## src/rtl/core/sfcb_pkg.sv

```systemverilog
`timescale 1ns / 1ps
package sfcb_pkg;

    // frame layout
    localparam int WINDOW_LEN    = 25;
    localparam int CHANNEL_COUNT = 16;
    localparam int RAW_W         = 11;
    localparam int FRAME_BYTES   = 22;
    localparam logic [7:0] START_BYTE = 8'h0F;
    localparam logic [7:0] END_BYTE   = 8'h00;

    // validity patterns
    localparam logic [RAW_W-1:0] SW_HIGH  = 11'h708;
    localparam logic [RAW_W-1:0] SW_MID   = 11'h3E8;
    localparam logic [RAW_W-1:0] SW_LOW   = 11'h0C8;
    localparam logic [RAW_W-1:0] CH15_REF = 11'h400;

    // switch mapping targets
    localparam logic [11:0] MAP_HIGH = 12'h7CF;
    localparam logic [11:0] MAP_MID  = 12'h5DB;
    localparam logic [11:0] MAP_LOW  = 12'h3E7;

    localparam logic [11:0] STATE_MAX = 12'hFFF;

    // reported channels and derived widths
    localparam int REPORTED_CHANNELS = 8;
    localparam int CH_W = (REPORTED_CHANNELS > 1) ? $clog2(REPORTED_CHANNELS) : 1;

    // queue depths, powers of two
    localparam int FQ_DEPTH = 2;
    localparam int FQ_AW    = (FQ_DEPTH > 1) ? $clog2(FQ_DEPTH) : 1;
    localparam int OQ_DEPTH = 4;
    localparam int OQ_AW    = (OQ_DEPTH > 1) ? $clog2(OQ_DEPTH) : 1;

    // register indexes
    localparam int CFG_IDX_W = 3;
    localparam logic [CFG_IDX_W-1:0] CFG_SPLIT_THRESHOLD = 3'd0;
    localparam logic [CFG_IDX_W-1:0] CFG_GAIN_UPPER      = 3'd1;
    localparam logic [CFG_IDX_W-1:0] CFG_OFFSET_UPPER    = 3'd2;
    localparam logic [CFG_IDX_W-1:0] CFG_GAIN_LOWER      = 3'd3;
    localparam logic [CFG_IDX_W-1:0] CFG_OFFSET_LOWER    = 3'd4;
    localparam logic [CFG_IDX_W-1:0] CFG_MESSAGE_BASE_ID = 3'd5;
    localparam int CFG_DATA_W = 28;

    typedef logic [RAW_W-1:0] t_raw;
    typedef t_raw [REPORTED_CHANNELS-1:0] t_frame;

    typedef struct packed {
        logic [10:0] split_threshold;
        logic [15:0] gain_upper;
        logic [27:0] offset_upper;
        logic [15:0] gain_lower;
        logic [27:0] offset_lower;
        logic [10:0] message_base_id;
    } t_cfg;

    typedef struct packed {
        logic [10:0] message_id;
        logic [7:0]  payload_high;
        logic [7:0]  payload_low;
        logic        last_of_frame;
    } t_msg;

    typedef enum logic [1:0] {
        KIND_SCALED,
        KIND_MAPPED,
        KIND_RAW
    } t_kind;

    function automatic t_kind chan_kind(input logic [4:0] ch);
        t_kind k;
        if (ch <= 5'd3 || ch == 5'd7) begin
            k = KIND_SCALED;
        end else if (ch <= 5'd6) begin
            k = KIND_MAPPED;
        end else begin
            k = KIND_RAW;
        end
        return k;
    endfunction

    function automatic logic [11:0] map_switch(input t_raw raw);
        logic [11:0] v;
        priority if (raw == SW_HIGH) begin
            v = MAP_HIGH;
        end else if (raw == SW_MID) begin
            v = MAP_MID;
        end else if (raw == SW_LOW) begin
            v = MAP_LOW;
        end else begin
            v = {1'b0, raw};
        end
        return v;
    endfunction

endpackage

```

## src/rtl/core/sfcb_front.sv

```systemverilog
`timescale 1ns / 1ps
module sfcb_front (
    input  logic            i_clk,
    input  logic            i_rst_n,
    input  logic            i_push,
    input  logic [7:0]      i_rx_byte,
    output logic            o_full,
    output logic            o_frame_valid,
    output sfcb_pkg::t_frame o_frame,
    input  logic            i_frame_pop
);
    import sfcb_pkg::*;

    logic [7:0]   r_win [WINDOW_LEN];
    t_frame       r_fq [FQ_DEPTH];
    logic [FQ_AW-1:0] r_wp, r_rp;
    logic [FQ_AW:0]   r_cnt;

    logic accept, detect, good, fq_push;
    logic [8*FRAME_BYTES-1:0] bits;
    t_raw   all_raw [CHANNEL_COUNT];
    t_frame frame;

    assign o_full        = (r_cnt == (FQ_AW+1)'(FQ_DEPTH));
    assign o_frame_valid = (r_cnt != '0);
    assign o_frame       = r_fq[r_rp];

    always_comb begin
        accept = i_push && !o_full;
        // oldest byte after the shift is the current second byte
        detect = accept && (r_win[1] == START_BYTE) && (i_rx_byte == END_BYTE);
        for (int k = 0; k < FRAME_BYTES; k++) begin
            bits[8*k +: 8] = r_win[k+2];
        end
        for (int c = 0; c < CHANNEL_COUNT; c++) begin
            all_raw[c] = bits[RAW_W*c +: RAW_W];
        end
        for (int c = 0; c < REPORTED_CHANNELS; c++) begin
            frame[c] = all_raw[c];
        end
        good = (all_raw[5] == SW_LOW || all_raw[5] == SW_HIGH)
            && (all_raw[4] == SW_HIGH || all_raw[4] == SW_MID || all_raw[4] == SW_LOW)
            && (all_raw[8] == all_raw[9])
            && (all_raw[15] == CH15_REF);
        fq_push = detect && good;
    end

    // sliding window, cleared once a frame has been taken out
    always_ff @(posedge i_clk) begin
        if (!i_rst_n) begin
            for (int i = 0; i < WINDOW_LEN; i++) begin
                r_win[i] <= '0;
            end
        end else if (detect) begin
            for (int i = 0; i < WINDOW_LEN; i++) begin
                r_win[i] <= '0;
            end
        end else if (accept) begin
            for (int i = 0; i < WINDOW_LEN-1; i++) begin
                r_win[i] <= r_win[i+1];
            end
            r_win[WINDOW_LEN-1] <= i_rx_byte;
        end
    end

    always_ff @(posedge i_clk) begin
        if (fq_push) begin
            r_fq[r_wp] <= frame;
        end
    end

    always_ff @(posedge i_clk) begin
        if (!i_rst_n) begin
            r_wp  <= '0;
            r_rp  <= '0;
            r_cnt <= '0;
        end else begin
            if (fq_push) begin
                r_wp <= r_wp + 1'b1;
            end
            if (i_frame_pop) begin
                r_rp <= r_rp + 1'b1;
            end
            r_cnt <= r_cnt + (FQ_AW+1)'(fq_push) - (FQ_AW+1)'(i_frame_pop);
        end
    end

endmodule

```

## src/rtl/core/sfcb_back.sv

```systemverilog
`timescale 1ns / 1ps
module sfcb_back (
    input  logic             i_clk,
    input  logic             i_rst_n,
    input  sfcb_pkg::t_cfg   i_cfg,
    input  logic             i_frame_valid,
    input  sfcb_pkg::t_frame i_frame,
    output logic             o_frame_pop,
    input  logic             i_oq_full,
    output logic             o_oq_push,
    output sfcb_pkg::t_msg   o_oq_item
);
    import sfcb_pkg::*;

    localparam logic [CH_W-1:0] LAST_CH = CH_W'(REPORTED_CHANNELS - 1);

    logic adv;
    logic [CH_W-1:0] r_ch;

    // stage 1: select and multiply
    logic            r_s1_vld, r_s1_last;
    logic [CH_W-1:0] r_s1_ch;
    t_raw            r_s1_raw;
    logic            r_s1_upper;
    logic [26:0]     r_s1_prod;

    // stage 2: offset, saturate, build compare and payload values
    logic            r_s2_vld, r_s2_last;
    logic [CH_W-1:0] r_s2_ch;
    logic [11:0]     r_s2_cmp, r_s2_pay;

    logic [11:0] r_last_sent [REPORTED_CHANNELS];

    // one message held back until it is known whether it ends the frame
    logic r_pend_vld, r_pend_fin;
    t_msg r_pend;
    logic n_pend_vld, n_pend_fin;
    t_msg n_pend;

    t_raw        sel_raw;
    logic        sel_upper;
    logic [15:0] sel_gain;
    logic [28:0] sum;
    logic [12:0] scaled;
    logic [11:0] scaled_sat, cmp_v, pay_v;
    t_kind       kind;
    logic        emit;
    t_msg        new_msg;

    assign adv         = !i_oq_full;
    assign o_frame_pop = adv && i_frame_valid && (r_ch == LAST_CH);

    always_comb begin
        sel_raw   = i_frame[r_ch];
        sel_upper = ({1'b0, sel_raw} >= {1'b0, i_cfg.split_threshold});
        sel_gain  = sel_upper ? i_cfg.gain_upper : i_cfg.gain_lower;

        sum = {2'b00, r_s1_prod}
            + {1'b0, (r_s1_upper ? i_cfg.offset_upper : i_cfg.offset_lower)};
        scaled     = sum[28:16];
        scaled_sat = scaled[12] ? STATE_MAX : scaled[11:0];
        kind       = chan_kind(5'(r_s1_ch));
        unique case (kind)
            KIND_SCALED: begin
                cmp_v = scaled_sat;
                pay_v = scaled_sat;
            end
            KIND_MAPPED: begin
                cmp_v = {1'b0, r_s1_raw};
                pay_v = map_switch(r_s1_raw);
            end
            default: begin
                cmp_v = {1'b0, r_s1_raw};
                pay_v = {1'b0, r_s1_raw};
            end
        endcase
    end

    always_comb begin
        emit = r_s2_vld && (r_s2_cmp != r_last_sent[r_s2_ch]);
        new_msg.message_id    = i_cfg.message_base_id + 11'(r_s2_ch);
        new_msg.payload_high  = {4'b0000, r_s2_pay[11:8]};
        new_msg.payload_low   = r_s2_pay[7:0];
        new_msg.last_of_frame = 1'b0;

        o_oq_push  = 1'b0;
        o_oq_item  = r_pend;
        n_pend_vld = r_pend_vld;
        n_pend_fin = r_pend_fin;
        n_pend     = r_pend;
        if (adv) begin
            priority if (r_pend_vld && r_pend_fin) begin
                o_oq_push = 1'b1;
                o_oq_item.last_of_frame = 1'b1;
                n_pend_vld = emit;
                n_pend_fin = emit && r_s2_last;
                n_pend     = new_msg;
            end else if (emit) begin
                o_oq_push  = r_pend_vld;
                n_pend_vld = 1'b1;
                n_pend_fin = r_s2_last;
                n_pend     = new_msg;
            end else if (r_s2_vld && r_s2_last && r_pend_vld) begin
                o_oq_push = 1'b1;
                o_oq_item.last_of_frame = 1'b1;
                n_pend_vld = 1'b0;
                n_pend_fin = 1'b0;
            end else begin
                n_pend_vld = r_pend_vld;
            end
        end
    end

    always_ff @(posedge i_clk) begin
        if (!i_rst_n) begin
            r_ch       <= '0;
            r_s1_vld   <= 1'b0;
            r_s2_vld   <= 1'b0;
            r_pend_vld <= 1'b0;
            r_pend_fin <= 1'b0;
            for (int i = 0; i < REPORTED_CHANNELS; i++) begin
                r_last_sent[i] <= '0;
            end
        end else if (adv) begin
            if (i_frame_valid) begin
                r_ch <= (r_ch == LAST_CH) ? '0 : r_ch + 1'b1;
            end
            r_s1_vld   <= i_frame_valid;
            r_s2_vld   <= r_s1_vld;
            r_pend_vld <= n_pend_vld;
            r_pend_fin <= n_pend_fin;
            if (emit) begin
                r_last_sent[r_s2_ch] <= r_s2_cmp;
            end
        end
    end

    always_ff @(posedge i_clk) begin
        if (adv) begin
            r_s1_ch    <= r_ch;
            r_s1_last  <= (r_ch == LAST_CH);
            r_s1_raw   <= sel_raw;
            r_s1_upper <= sel_upper;
            r_s1_prod  <= 27'(sel_raw) * 27'(sel_gain);
            r_s2_ch    <= r_s1_ch;
            r_s2_last  <= r_s1_last;
            r_s2_cmp   <= cmp_v;
            r_s2_pay   <= pay_v;
            r_pend     <= n_pend;
        end
    end

endmodule

```

## src/rtl/core/sfcb_out_queue.sv

```systemverilog
`timescale 1ns / 1ps
module sfcb_out_queue (
    input  logic                   i_clk,
    input  logic                   i_rst_n,
    input  logic                   i_push,
    input  sfcb_pkg::t_msg         i_item,
    output logic                   o_full,
    output logic                   o_empty,
    output sfcb_pkg::t_msg         o_item,
    input  logic                   i_pop,
    output logic [sfcb_pkg::OQ_AW:0] o_count
);
    import sfcb_pkg::*;

    t_msg r_mem [OQ_DEPTH];
    logic [OQ_AW-1:0] r_wp, r_rp;
    logic [OQ_AW:0]   r_cnt;
    logic do_pop;

    assign o_full  = (r_cnt == (OQ_AW+1)'(OQ_DEPTH));
    assign o_empty = (r_cnt == '0);
    assign o_item  = r_mem[r_rp];
    assign o_count = r_cnt;
    assign do_pop  = i_pop && !o_empty;

    always_ff @(posedge i_clk) begin
        if (i_push) begin
            r_mem[r_wp] <= i_item;
        end
    end

    always_ff @(posedge i_clk) begin
        if (!i_rst_n) begin
            r_wp  <= '0;
            r_rp  <= '0;
            r_cnt <= '0;
        end else begin
            if (i_push) begin
                r_wp <= r_wp + 1'b1;
            end
            if (do_pop) begin
                r_rp <= r_rp + 1'b1;
            end
            r_cnt <= r_cnt + (OQ_AW+1)'(i_push) - (OQ_AW+1)'(do_pop);
        end
    end

endmodule

```

## src/rtl/core/sbus_frame_to_can_bridge.sv

```systemverilog
`timescale 1ns / 1ps
// serial frame to message bridge: received bytes go in one per cycle through push/full, while
// full is low, and slide through a 25-byte window; when the oldest byte is the start marker and
// the newest is zero, the sixteen 11-bit channels are unpacked, the frame is checked and the
// window cleared. a good frame waits in a two-entry frame queue; the back end takes one channel
// per cycle, unless the result queue is full, through a three-stage pipe (gain multiply, offset
// add with saturation, compare against the value last sent) and every changed channel among the
// first eight leaves as one item on the result side, in channel order, with last_of_frame on the
// final one. each item is held in the pipe until the next changed channel or the end of the
// frame is seen. with no stalls the back end finishes a frame before the next one is complete,
// so full rises only when pop holds results back long enough for two checked frames to pile up
// in the frame queue. the config port is always ready; write it only while the bridge is idle.
module sbus_frame_to_can_bridge (
    input  logic        i_clk,
    input  logic        i_rst_n,
    // byte side
    input  logic        push,
    output logic        full,
    input  logic [7:0]  i_rx_byte,
    // message side
    output logic        empty,
    input  logic        pop,
    output logic [10:0] o_message_id,
    output logic [7:0]  o_payload_high,
    output logic [7:0]  o_payload_low,
    output logic        o_last_of_frame,
    // config write channel
    input  logic        i_cfg_valid,
    output logic        o_cfg_ready,
    input  logic [sfcb_pkg::CFG_IDX_W-1:0]  i_cfg_index,
    input  logic [sfcb_pkg::CFG_DATA_W-1:0] i_cfg_data
);
    import sfcb_pkg::*;

    t_cfg   r_cfg;
    logic   frame_valid, frame_pop;
    t_frame frame;
    logic   oq_full, oq_push;
    t_msg   oq_in, oq_out;
    logic [OQ_AW:0] oq_count;
    logic   cfg_wr;

    assign o_cfg_ready = 1'b1;
    assign cfg_wr      = i_cfg_valid && o_cfg_ready;

    // config registers, bits above each width dropped, unknown index ignored
    always_ff @(posedge i_clk) begin
        if (!i_rst_n) begin
            r_cfg.split_threshold <= 11'd1000;
            r_cfg.gain_upper      <= 16'd40878;
            r_cfg.offset_upper    <= 28'd57425920;
            r_cfg.gain_lower      <= 16'd41042;
            r_cfg.offset_lower    <= 28'd57262080;
            r_cfg.message_base_id <= 11'd16;
        end else if (cfg_wr) begin
            unique case (i_cfg_index)
                CFG_SPLIT_THRESHOLD: r_cfg.split_threshold <= i_cfg_data[10:0];
                CFG_GAIN_UPPER:      r_cfg.gain_upper      <= i_cfg_data[15:0];
                CFG_OFFSET_UPPER:    r_cfg.offset_upper    <= i_cfg_data[27:0];
                CFG_GAIN_LOWER:      r_cfg.gain_lower      <= i_cfg_data[15:0];
                CFG_OFFSET_LOWER:    r_cfg.offset_lower    <= i_cfg_data[27:0];
                CFG_MESSAGE_BASE_ID: r_cfg.message_base_id <= i_cfg_data[10:0];
                default: begin
                end
            endcase
        end
    end

    // front: window, frame detect, unpack and check, frame queue
    sfcb_front u_front (
        .i_clk         (i_clk),
        .i_rst_n       (i_rst_n),
        .i_push        (push),
        .i_rx_byte     (i_rx_byte),
        .o_full        (full),
        .o_frame_valid (frame_valid),
        .o_frame       (frame),
        .i_frame_pop   (frame_pop)
    );

    // back: per-channel scaling, change detect and message build
    sfcb_back u_back (
        .i_clk         (i_clk),
        .i_rst_n       (i_rst_n),
        .i_cfg         (r_cfg),
        .i_frame_valid (frame_valid),
        .i_frame       (frame),
        .o_frame_pop   (frame_pop),
        .i_oq_full     (oq_full),
        .o_oq_push     (oq_push),
        .o_oq_item     (oq_in)
    );

    // result queue decouples the pipe from the consumer
    sfcb_out_queue u_out_queue (
        .i_clk   (i_clk),
        .i_rst_n (i_rst_n),
        .i_push  (oq_push),
        .i_item  (oq_in),
        .o_full  (oq_full),
        .o_empty (empty),
        .o_item  (oq_out),
        .i_pop   (pop),
        .o_count (oq_count)
    );

    assign o_message_id    = oq_out.message_id;
    assign o_payload_high  = oq_out.payload_high;
    assign o_payload_low   = oq_out.payload_low;
    assign o_last_of_frame = oq_out.last_of_frame;

    // a message is never written into a full result queue
    a_no_oq_overflow: assert property (@(posedge i_clk) disable iff (!i_rst_n)
        oq_push |-> !oq_full)
        else $error("result queue written while full");

    // the result queue never holds more than its depth
    a_oq_count_range: assert property (@(posedge i_clk) disable iff (!i_rst_n)
        oq_count <= (OQ_AW+1)'(OQ_DEPTH))
        else $error("result queue count out of range");

    // the back end only releases a frame that is waiting
    a_frame_pop_valid: assert property (@(posedge i_clk) disable iff (!i_rst_n)
        frame_pop |-> frame_valid)
        else $error("frame released from empty frame queue");

    // a queued item stays in place while the consumer holds it
    a_head_held: assert property (@(posedge i_clk) disable iff (!i_rst_n)
        (!empty && !pop) |=> (!empty && $stable(oq_out)))
        else $error("waiting result changed before it was taken");

endmodule

```

## config.mk

```make
export PLATFORM = sky130hd
export DESIGN_NAME = sbus_frame_to_can_bridge
export DESIGN_NICKNAME = d
export VERILOG_FILES = /design/src/rtl/core/sfcb_pkg.sv /design/src/rtl/core/sfcb_front.sv /design/src/rtl/core/sfcb_back.sv /design/src/rtl/core/sfcb_out_queue.sv /design/src/rtl/core/sbus_frame_to_can_bridge.sv
export SDC_FILE = /design/constraint.sdc
export NUM_CORES = 1
export LEC_CHECK = 0
export ABC_CLOCK_PERIOD_IN_PS = 10700
export BUFFER_PORTS_ARGS = -buffer_cell sky130_fd_sc_hd__clkbuf_2
export CAP_MARGIN = 20
export CELL_PAD_IN_SITES_DETAIL_PLACEMENT = 1
export CELL_PAD_IN_SITES_GLOBAL_PLACEMENT = 1
export CORE_MARGIN = 3
export CORE_UTILIZATION = 53
export CTS_CLUSTER_SIZE = 14
export DETAILED_ROUTE_END_ITERATION = 7
export PLACE_DENSITY_LB_ADDON = 0.12
export SETUP_SLACK_MARGIN = 0.3
export SLEW_MARGIN = 10
export SYNTH_ARGS = -nofsm -noshare
export SYNTH_HDL_FRONTEND = slang
export SYNTH_SLANG_ARGS = --single-unit
```

## constraint.sdc

```tcl
create_clock -name i_clk -period 10.7 [get_ports i_clk]
set_input_delay 1.07 -clock i_clk [delete_from_list [all_inputs] [get_ports i_clk]]
set_output_delay 1.07 -clock i_clk [all_outputs]
set_load 0.01 [all_outputs]
```

# After elaboration in Yosys (flattened, before gate mapping)
# Memory sizes are Yosys's and may differ from the RTL's. A register that Yosys moved wholly into a read port is not among the register bits.
# Index checks and enable logic that the tools add are counted.
[op_classes]
order_cmp = 4
multipliers = 1
muxes = 101
n_eq_ne = 22
n_addsub = 11
bitwise_logic = 51
n_reduce_logical = 39
[ops]
columns = ["operator", "count"]
rows = [
  ["8-bit two-way mux", 50],
  ["28-bit two-way mux", 3],
  ["1-bit OR", 50],
  ["12-bit two-way mux", 4],
  ["11-bit == test, second input constant", 4],
  ["11-bit binary-select mux with 3-bit select", 1],
  ["11-bit by 8-bit == test with 1-bit output, second input constant", 3],
  ["11-bit two-way mux", 3],
  ["1-bit two-way mux", 31],
  ["27-bit by 28-bit adder with 29-bit output", 1],
  ["11-bit by 16-bit multiplier with 27-bit output", 1],
  ["12-bit case mux with 2 select lines", 1],
  ["11-bit by 10-bit == test with 1-bit output, second input constant", 2],
  ["2-bit AND reduction", 9],
  ["16-bit two-way mux", 1],
  ["3-bit == test, second input constant", 5],
  ["1-bit logical AND", 15],
  ["12-bit inequality test", 1],
  ["12-bit OR reduction", 1],
  ["11-bit by 3-bit adder with 11-bit output", 1],
  ["11-bit == test", 1],
  ["11-bit >= comparator", 1],
  ["3-bit two-way mux", 3],
  ["8-bit by 4-bit == test with 1-bit output, second input constant", 1],
  ["23 further kinds", 36],
]
[totals]
out_inout_bits = 31
ram_bits = 568
elab_cells = 263
inputBits = 44
ff_bits = 222
mem_count = 4
[memory_table]
columns = ["name", "words", "width", "read_ports", "rd_ports_with_merged_regs", "wr", "line_no", "text"]
rows = [
  ["u_front.r_win", 25, 8, 24, 0, 25, "sfcb_front.sv:14", "logic [7:0] r_win [WINDOW_LEN];"],
  ["u_front.r_fq", 2, 88, 1, 1, 1, "sfcb_front.sv:15", "t_frame r_fq [FQ_DEPTH];"],
  ["u_back.r_last_sent", 8, 12, 1, 1, 8, "sfcb_back.sv:32", "logic [11:0] r_last_sent [REPORTED_CHANNELS];"],
  ["u_out_queue.r_mem", 4, 24, 1, 1, 1, "sfcb_out_queue.sv:15", "t_msg r_mem [OQ_DEPTH];"],
]

# Longest topological paths before layout
# Gate-level depths: netlist of the first run.
[depth]
depth_word = 10
depth_mapped = 36
mapped_depth_nobuf = 32

# Cells and area by module
# Synthesis of the first run repeated with hierarchy kept, for this count alone.
[unflattened]
cells_unflattened = 2969
area_unflattened_um2 = 40146.0
[by_module_without_submodules]
columns = ["mod", "cells_per_inst", "seq_area_each_um2", "n_inst", "area_each_um2"]
rows = [
  ["sfcb_back", 1604, 5905.7, 1, 17281.6],
  ["sfcb_front", 760, 11150.7, 1, 14018.4],
  ["sfcb_out_queue", 191, 3543.4, 1, 4564.4],
  ["sbus_frame_to_can_bridge", 414, 2202.1, 1, 4281.6],
]

# Worst setup path before layout of the first run
# OpenSTA, ideal clock, no wires.
[synth_path]
path_type = "flip-flop to flip-flop"
start = "register with a tool-made name"
end = "register u_back.r_s1_prod[26], data pin"
t_required_ns = 10.440
path_slack_ns = 1.432
path_buffers = 5
setup_time_ns = 0.260
path_stages_with_launch = 34
period_less_slack_ns = 9.268
t_arrival_ns = 9.008
path_cell_list = "dfxtp_1 > clkbuf_1 > buf_2 > mux4_2 > mux2_2 > o21ai_0 > clkbuf_1 > ha_1 > nand2b_1 > a21o_1 > a21o_1 > a211oi_1 > o21ai_0 > a31oi_2 > buf_4 > mux2_2 > and2_1 > fa_1 > fa_1 > fa_1 > fa_1 > inv_1 > fa_1 > inv_1 > ha_1 > clkbuf_1 > a21o_1 > a21o_1 > a21oi_1 > o21ai_0 > o31ai_1 > o2111ai_1 > a21oi_1 > xnor2_1"
[synth_lines]
columns = ["element", "line_no", "text"]
rows = [
  ["end signal: assignment", "sfcb_back.sv:144", "r_s1_prod <= 27'(sel_raw) * 27'(sel_gain);"],
  ["end: declaration", "sfcb_back.sv:25", "logic [26:0] r_s1_prod;"],
]

==> results of run 1 <==
## per-layer routing
metal,up-vias,global-route usage (%),share of wire [%]
li1,10016,-,-
met1,11807,36.2,43
met5,-,0,0.034
met3,131,3.61,5.0
met4,4,6.13,2.0
met2,574,44.3,50
## worst max-delay path: cells and delay by family (launching register included)
family                     cells  cell delay (ns)
adders and majority gates      7             3.18
AOI/OAI and AO/OA              9             2.34
muxes                          3             1.32
buffers and inverters          7             1.29
and+or+nand+nor                4             0.73
DFF                            1             0.49
xor gates and xnor gates       1             0.08
## where the power goes
group	total (W)	internal (W)	switching, W
registers	0.00379	0.00363	0.000159
clock network	0.00284	0.00162	0.00123
logic	0.00182	0.000741	0.00108
## cells by family after synthesis
group           share of synthesized area, %
fa+ha+maj                               10.6
buf+inv                                 3.64
other cells                           0.0200
simple gates                            12.1
xor+xnor                                1.65
mux                                     8.11
compound gates                          4.45
flops                                   59.4
## final timing paths
check,start,end,slack (ns),cells after the start
max reg2reg,register,u_back.r_s1_prod[26]$_DFFE_PN_,0.99,31
min reg2reg,u_back.r_s1_last$_DFFE_PN_,u_back.r_s2_last$_DFFE_PN_,0.42,0
min,u_back.r_s1_last$_DFFE_PN_,u_back.r_s2_last$_DFFE_PN_,0.42,0
max,register,u_back.r_s1_prod[26]$_DFFE_PN_,0.99,31
## area by class of cell
type	count	share of cell area, %
flip-flops and latches	788	53.4
inverters	199	1.79
diodes	1	0.00599
well taps	940	2.81
repair buffers	124	1.94
multi-input cells	1710	33.5
clock inverters	42	1.08
clock buffers	113	5.39
## state kept, by name, summed over array words and instances, names as in the netlist, 2 cells and up, named ones only
name	count
u_front.r_win	192
u_front.r_fq	176
r_cfg	110
u_back.r_last_sent	96
u_out_queue.r_mem	96
u_back.r_s1_prod	27
u_back.o_oq_item	23
u_back.r_s2_cmp	12
u_back.r_s2_pay	12
u_back.r_s1_raw	11
u_back.r_ch	3
u_back.r_s1_ch	3
u_back.r_s2_ch	3
u_out_queue.o_count	3
u_front.r_cnt	2
u_out_queue.r_rp	2
u_out_queue.r_wp	2
## timing repair
item	4_1_cts	5_1_grt
gates resized for setup	0	2
setup buffers	0	0
hold buffers	0	0
endpoints found under the setup margin	0	2
## metrics by stage
stage	total power, W	area (um^2)	std cells
after floorplan	0.00507	37600	2828
after global placement	0.00559	39000	3753
after detailed placement	0.00567	39000	3755
after CTS	0.00852	41700	3910
after global routing	0.00886	41800	3916
final	0.00845	41800	3917
## layout by cell type (no fill, tap or decap), types with 48 or more instances in the layout
master	instances
a21oi_1	48
mux4_2	97
xnor2_1	61
ha_1	115
a21boi_0	78
edfxtp_1	654
clkbuf_16	84
clkbuf_2	69
and2_1	237
inv_1	198
dfxtp_1	132
fa_1	127
nand2_1	376
nor2_1	194
==> out/qor.yml, run 1 <==
place:
  gp_congestion: 0.897
  port_buffers: 69
  pre_cts_ws_ns: 0.886
  hpwl_um: 65700
sta:
  hold_viol: 0
  tns_ns: 0
  fmax_mhz: 103
  finalSetupViolCount: 0
  maxSlewViolCount: 0
  post-route-period-util_pct: 90.7
  tightest_slew_ns: 1.11
  holdWs_ns: 0.422
  fin_crit_ns: 9.71
  rsz0062_at_grt: "no"
  relSlewSlack_pct: 26.0
  setup_ws_ns: 0.991
  finalClockSkew_ns: 0.0459
worst_setup_path:
  critPathMaxFanout: 17
  slowest_stage: "mux4_2"
  crit_type: "register to register"
  required_ns: 11.07
  crit_top_cell: "fa_1"
  max_stage_delay_ns: 0.56
  cp-end-kind: "register"
  start_kind: "register"
  cp.arrival_ns: 10.08
clock_tree:
  htreeDepth: 3
  cts-buffers-inserted: 83
  clockBufferDepth: 3
  cts_root_buf: "clkbuf_16"
  cts_tree: "yes"
  clk_pin_slew_ns: 0.06
  clock_sinks: 788
  clk_latency_ns: 0.64
drt:
  drtPass1Iterations: 5
  drt_iter0_drc: 1701
  wl_per_cell_um: 24.3
  drt_wl_total_um: 95200
  post-route-drc-count: 0
  ant_nets: 0
  via_per_inst: 5.75
  vias: 22532
synth:
  synth_seq_cells: 788
  netlist.area_leader.share_pct: 52.3
  yosysWarnings: 0
  synth_most_common_cell: "edfxtp_1"
  synth-edff-count: 654
  netlist_area_um2: 37600
  synth_ff_type: "edfxtp_1"
  synth_top_cells_by_count: "654 x edfxtp_1, 377 x nand2_1, 238 x and2_1"
  synth_area_leaders: "edfxtp_1 52%, dfxtp_1 7.1%, fa_1 6.8%, mux4_2 5.8%, and2_1 4.0%"
  synthArstFlopShare_pct: 0
  synth_cells: 2825
  synth.yosys.seq_area_share_pct: 59.4
  syn_area_per_cell_um2: 13.3
  synth_top_area_cell: "edfxtp_1"
  ys_types: 58
global_route:
  grt_pass1_wl_um: 147000
  grt_pass1_vias: 24428
  grt_max_degree: 126
  grt.total_usage_pct: 26.2
  antenna_found_initial: 3
  grt-ovfl-total: 0
finish:
  multiInputGateArea_um2: 14000
  fin_util_pct: 59.6
  area_growth_pct: 11.2
  nFillCells: 6840
  nets: 3192
  final_layout_size_suffix_gt1_share_pct: 13.8
  seq_area_um2: 22300
min_path:
  holdCritPathClass: "register to register"
floorplan:
  ios: 75
  die_y_um: 272
  num_rows: 97
  die-area_um2: 74100
  start_util_pct: 53.6
  die_x_um: 272
  coreArea_um2: 70100
run_status:
  status: "finished, final reports clean"
power_and_ir_drop:
  p_per_area_nw_per_um2: 202
  ir_worst_vdd_mv: 0.143
  power_leakage_nw: 15.8
flow_run:
  maxCapViolations: 0
(Power assumes the default switching activity.)
==> run 2, diff against run 1 <==
CELL_PAD_IN_SITES_DETAIL_PLACEMENT = default   (was 1)
CELL_PAD_IN_SITES_GLOBAL_PLACEMENT = default   (was 1)
CORE_UTILIZATION = 55   (was 53)
MAX_ROUTING_LAYER = met4   (was default)
==> run 2 against run 1 <==
Against the previous run:
- final cell count fell by 2.0%
- combinational power is 4% lower
- die area is 3.6% lower
- non-clock buffer count fell by 7
- first-iteration DRC count is 5.1% higher
- final area shrank 0.42%
- largest power group unchanged
- highest routed layer is now met4
==> out/qor.yml, run 2 (synthesized netlist as in run 1, its figures left out) <==
power_and_ir_drop:
  ir_worst_vdd_mv: 0.127
  p_per_area_nw_per_um2: 202
  power_leakage_nw: 15.8
  p_total_w: 0.00839
worst_setup_path:
  rrSetupSlack_ns: 0.91
  crit_type: "register to register"
  crit_top_cell: "fa_1"
  cp-end-kind: "register"
  start_kind: "register"
  timing.rr.end: "u_back.r_s1_prod[26]$_DFFE_PN_"
  max_stage_delay_ns: 0.53
  slowest_stage: "fa_1"
  critPathMaxFanout: 17
  required_ns: 11.06
  cp.arrival_ns: 10.15
  crit_path_end: "u_back.r_s1_prod[26]$_DFFE_PN_"
  worst_r2r_path_depth: 32
drt:
  drt_wl_total_um: 82900
  wl_met3_um: 5140
  via_per_inst: 5.67
  post-route-drc-count: 0
  ant_nets: 0
  drtPass1Iterations: 5
  drt_iter0_drc: 1788
  vias: 21766
  wl_per_cell_um: 21.6
  highest_layer: "met4"
  met2WireLength_um: 38900
  wl_met1_um: 36600
sta:
  tightest_slew_ns: 1.07
  hold_viol: 0
  holdWs_ns: 0.426
  tns_ns: 0
  setup_ws_ns: 0.907
  finalClockSkew_ns: 0.0303
  post-route-period-util_pct: 91.5
  fin_crit_ns: 9.79
  finalSetupViolCount: 0
  fmax_mhz: 102
  maxSlewViolCount: 0
  rsz0062_at_grt: "no"
  relSlewSlack_pct: 29.0
finish:
  largest_reg_flops: 192
  nets: 3184
  regMostFlops: "u_front.r_win"
  top_regs: "u_front.r_win (192), u_front.r_fq (176), r_cfg (110)"
  final_cell_mix: "654 x edfxtp_1, 376 x nand2_1, 237 x and2_1"
  nFillCells: 5126
  final_layout_size_suffix_gt1_share_pct: 13.6
  final_common_cell: "edfxtp_1"
  area_growth_pct: 10.7
place:
  gp_congestion: 0.918
  pre_cts_ws_ns: 0.789
  hpwl_um: 57000
  port_buffers: 69
global_route:
  grt_max_degree: 112
  grt_pass1_wl_um: 130000
  grt-ovfl-total: 0
  grt_pass1_vias: 22413
  grt.total_usage_pct: 24.7
  antenna_found_initial: 1
floorplan:
  start_util_pct: 55.8
  die_x_um: 267
  coreArea_um2: 67400
  die-area_um2: 71500
  num_rows: 95
  die_y_um: 267
  ios: 75
clock_tree:
  clock_sinks: 788
  clk_pin_slew_ns: 0.06
  clk_latency_ns: 0.64
  postCtsSetupBuffers: 0
  cts_root_buf: "clkbuf_16"
  cts-buffers-inserted: 82
  htreeDepth: 3
  clockBufferDepth: 3
  cts_tree: "yes"
run_status:
  status: "finished, final reports clean"
min_path:
  holdCritPathClass: "register to register"
flow_run:
  maxCapViolations: 0
==> run 2: cell count changes in the layout (fill, tap and decap cells not counted), moves of 2 or more <==
| cell | change |
|---|---|
| clkinv_2 | +4 |
| buf_8 | -2 |
| clkinvlp_4 | -3 |
| clkbuf_1 | -9 |
| bufinv_16 | +4 |
| clkinv_1 | +2 |
| clkinv_16 | -3 |
| buf_6 | -2 |
==> run 2: critical path, delay by kind of cell (launching register included) <==
kind                     cells  cell delay, ns
XOR/XNOR                     1            0.07
adder cells (fa/ha/maj)      7            3.21
buffers and inverters        6            1.12
AO/OA/AOI/OAI               12            3.14
flip-flops                   1            0.51
multiplexers                 3            1.13
AND/OR/NAND/NOR              3            0.33
==> run 2: worst min path at each step <==
stage | from | to | slack [ns] | depth (start not counted)
2_1_floorplan | u_back.r_s2_pay[9]$_DFFE_PN_ | u_back.o_oq_item[10]$_DFFE_PP_ | 0.40 | 0
3_3_place_gp | u_back.r_s2_pay[6]$_DFFE_PN_ | u_back.o_oq_item[7]$_DFFE_PP_ | 0.41 | 0
3_5_place_dp | u_back.r_s1_last$_DFFE_PN_ | u_back.r_s2_last$_DFFE_PN_ | 0.42 | 0
4_1_cts | u_back.r_s2_pay[0]$_DFFE_PN_ | u_back.o_oq_item[1]$_DFFE_PP_ | 0.43 | 0
5_1_grt | u_back.r_s1_last$_DFFE_PN_ | u_back.r_s2_last$_DFFE_PN_ | 0.44 | 0
6_report | u_back.r_s2_pay[0]$_DFFE_PN_ | u_back.o_oq_item[1]$_DFFE_PP_ | 0.43 | 0
==> run 2: routing by layer <==
| metal | up-vias | global-route usage [%] |
|---|---|---|
| li1 | 10010 | - |
| met3 | 160 | 5.23 |
| met1 | 11006 | 33.5 |
| met4 | 0 | 7.19 |
| met5 | - | - |
| met2 | 590 | 38.2 |
==> run 2: power by group <==
part	total [W]	leakage [nW]	internal (W)	switching, W
combinational	0.00174	6.78	0.000731	0.00101
sequential	0.00377	7.64	0.00363	0.000145
clock	0.00287	1.33	0.00168	0.00119
==> run 2: repair_timing <==
item	CTS	global route
endpoints found under the setup margin	0	1
hold buffers	0	0
gates resized for setup	0	1
==> run 2: area by class of cell <==
| type | instances | area (um^2) | area share [%] |
|---|---|---|---|
| diodes | 1 | 2.50 | 0.00601 |
| clock buffers | 104 | 2210 | 5.30 |
| clock inverters | 47 | 508 | 1.22 |
| inverters | 199 | 748 | 1.80 |
| multi-input cells | 1710 | 14000 | 33.6 |
| flip-flops and latches | 788 | 22300 | 53.7 |
| well taps | 873 | 1090 | 2.63 |
| repair buffers | 117 | 727 | 1.75 |
==> run 2: per-stage QoR <==
stage	util [%]	instances	instance area, um^2
after floorplan	-	2828	37600
after global placement	57.6	3683	38800
after detailed placement	57.7	3685	38900
after CTS	61.7	3836	41600
after global routing	61.7	3838	41600
final	61.7	3839	41600
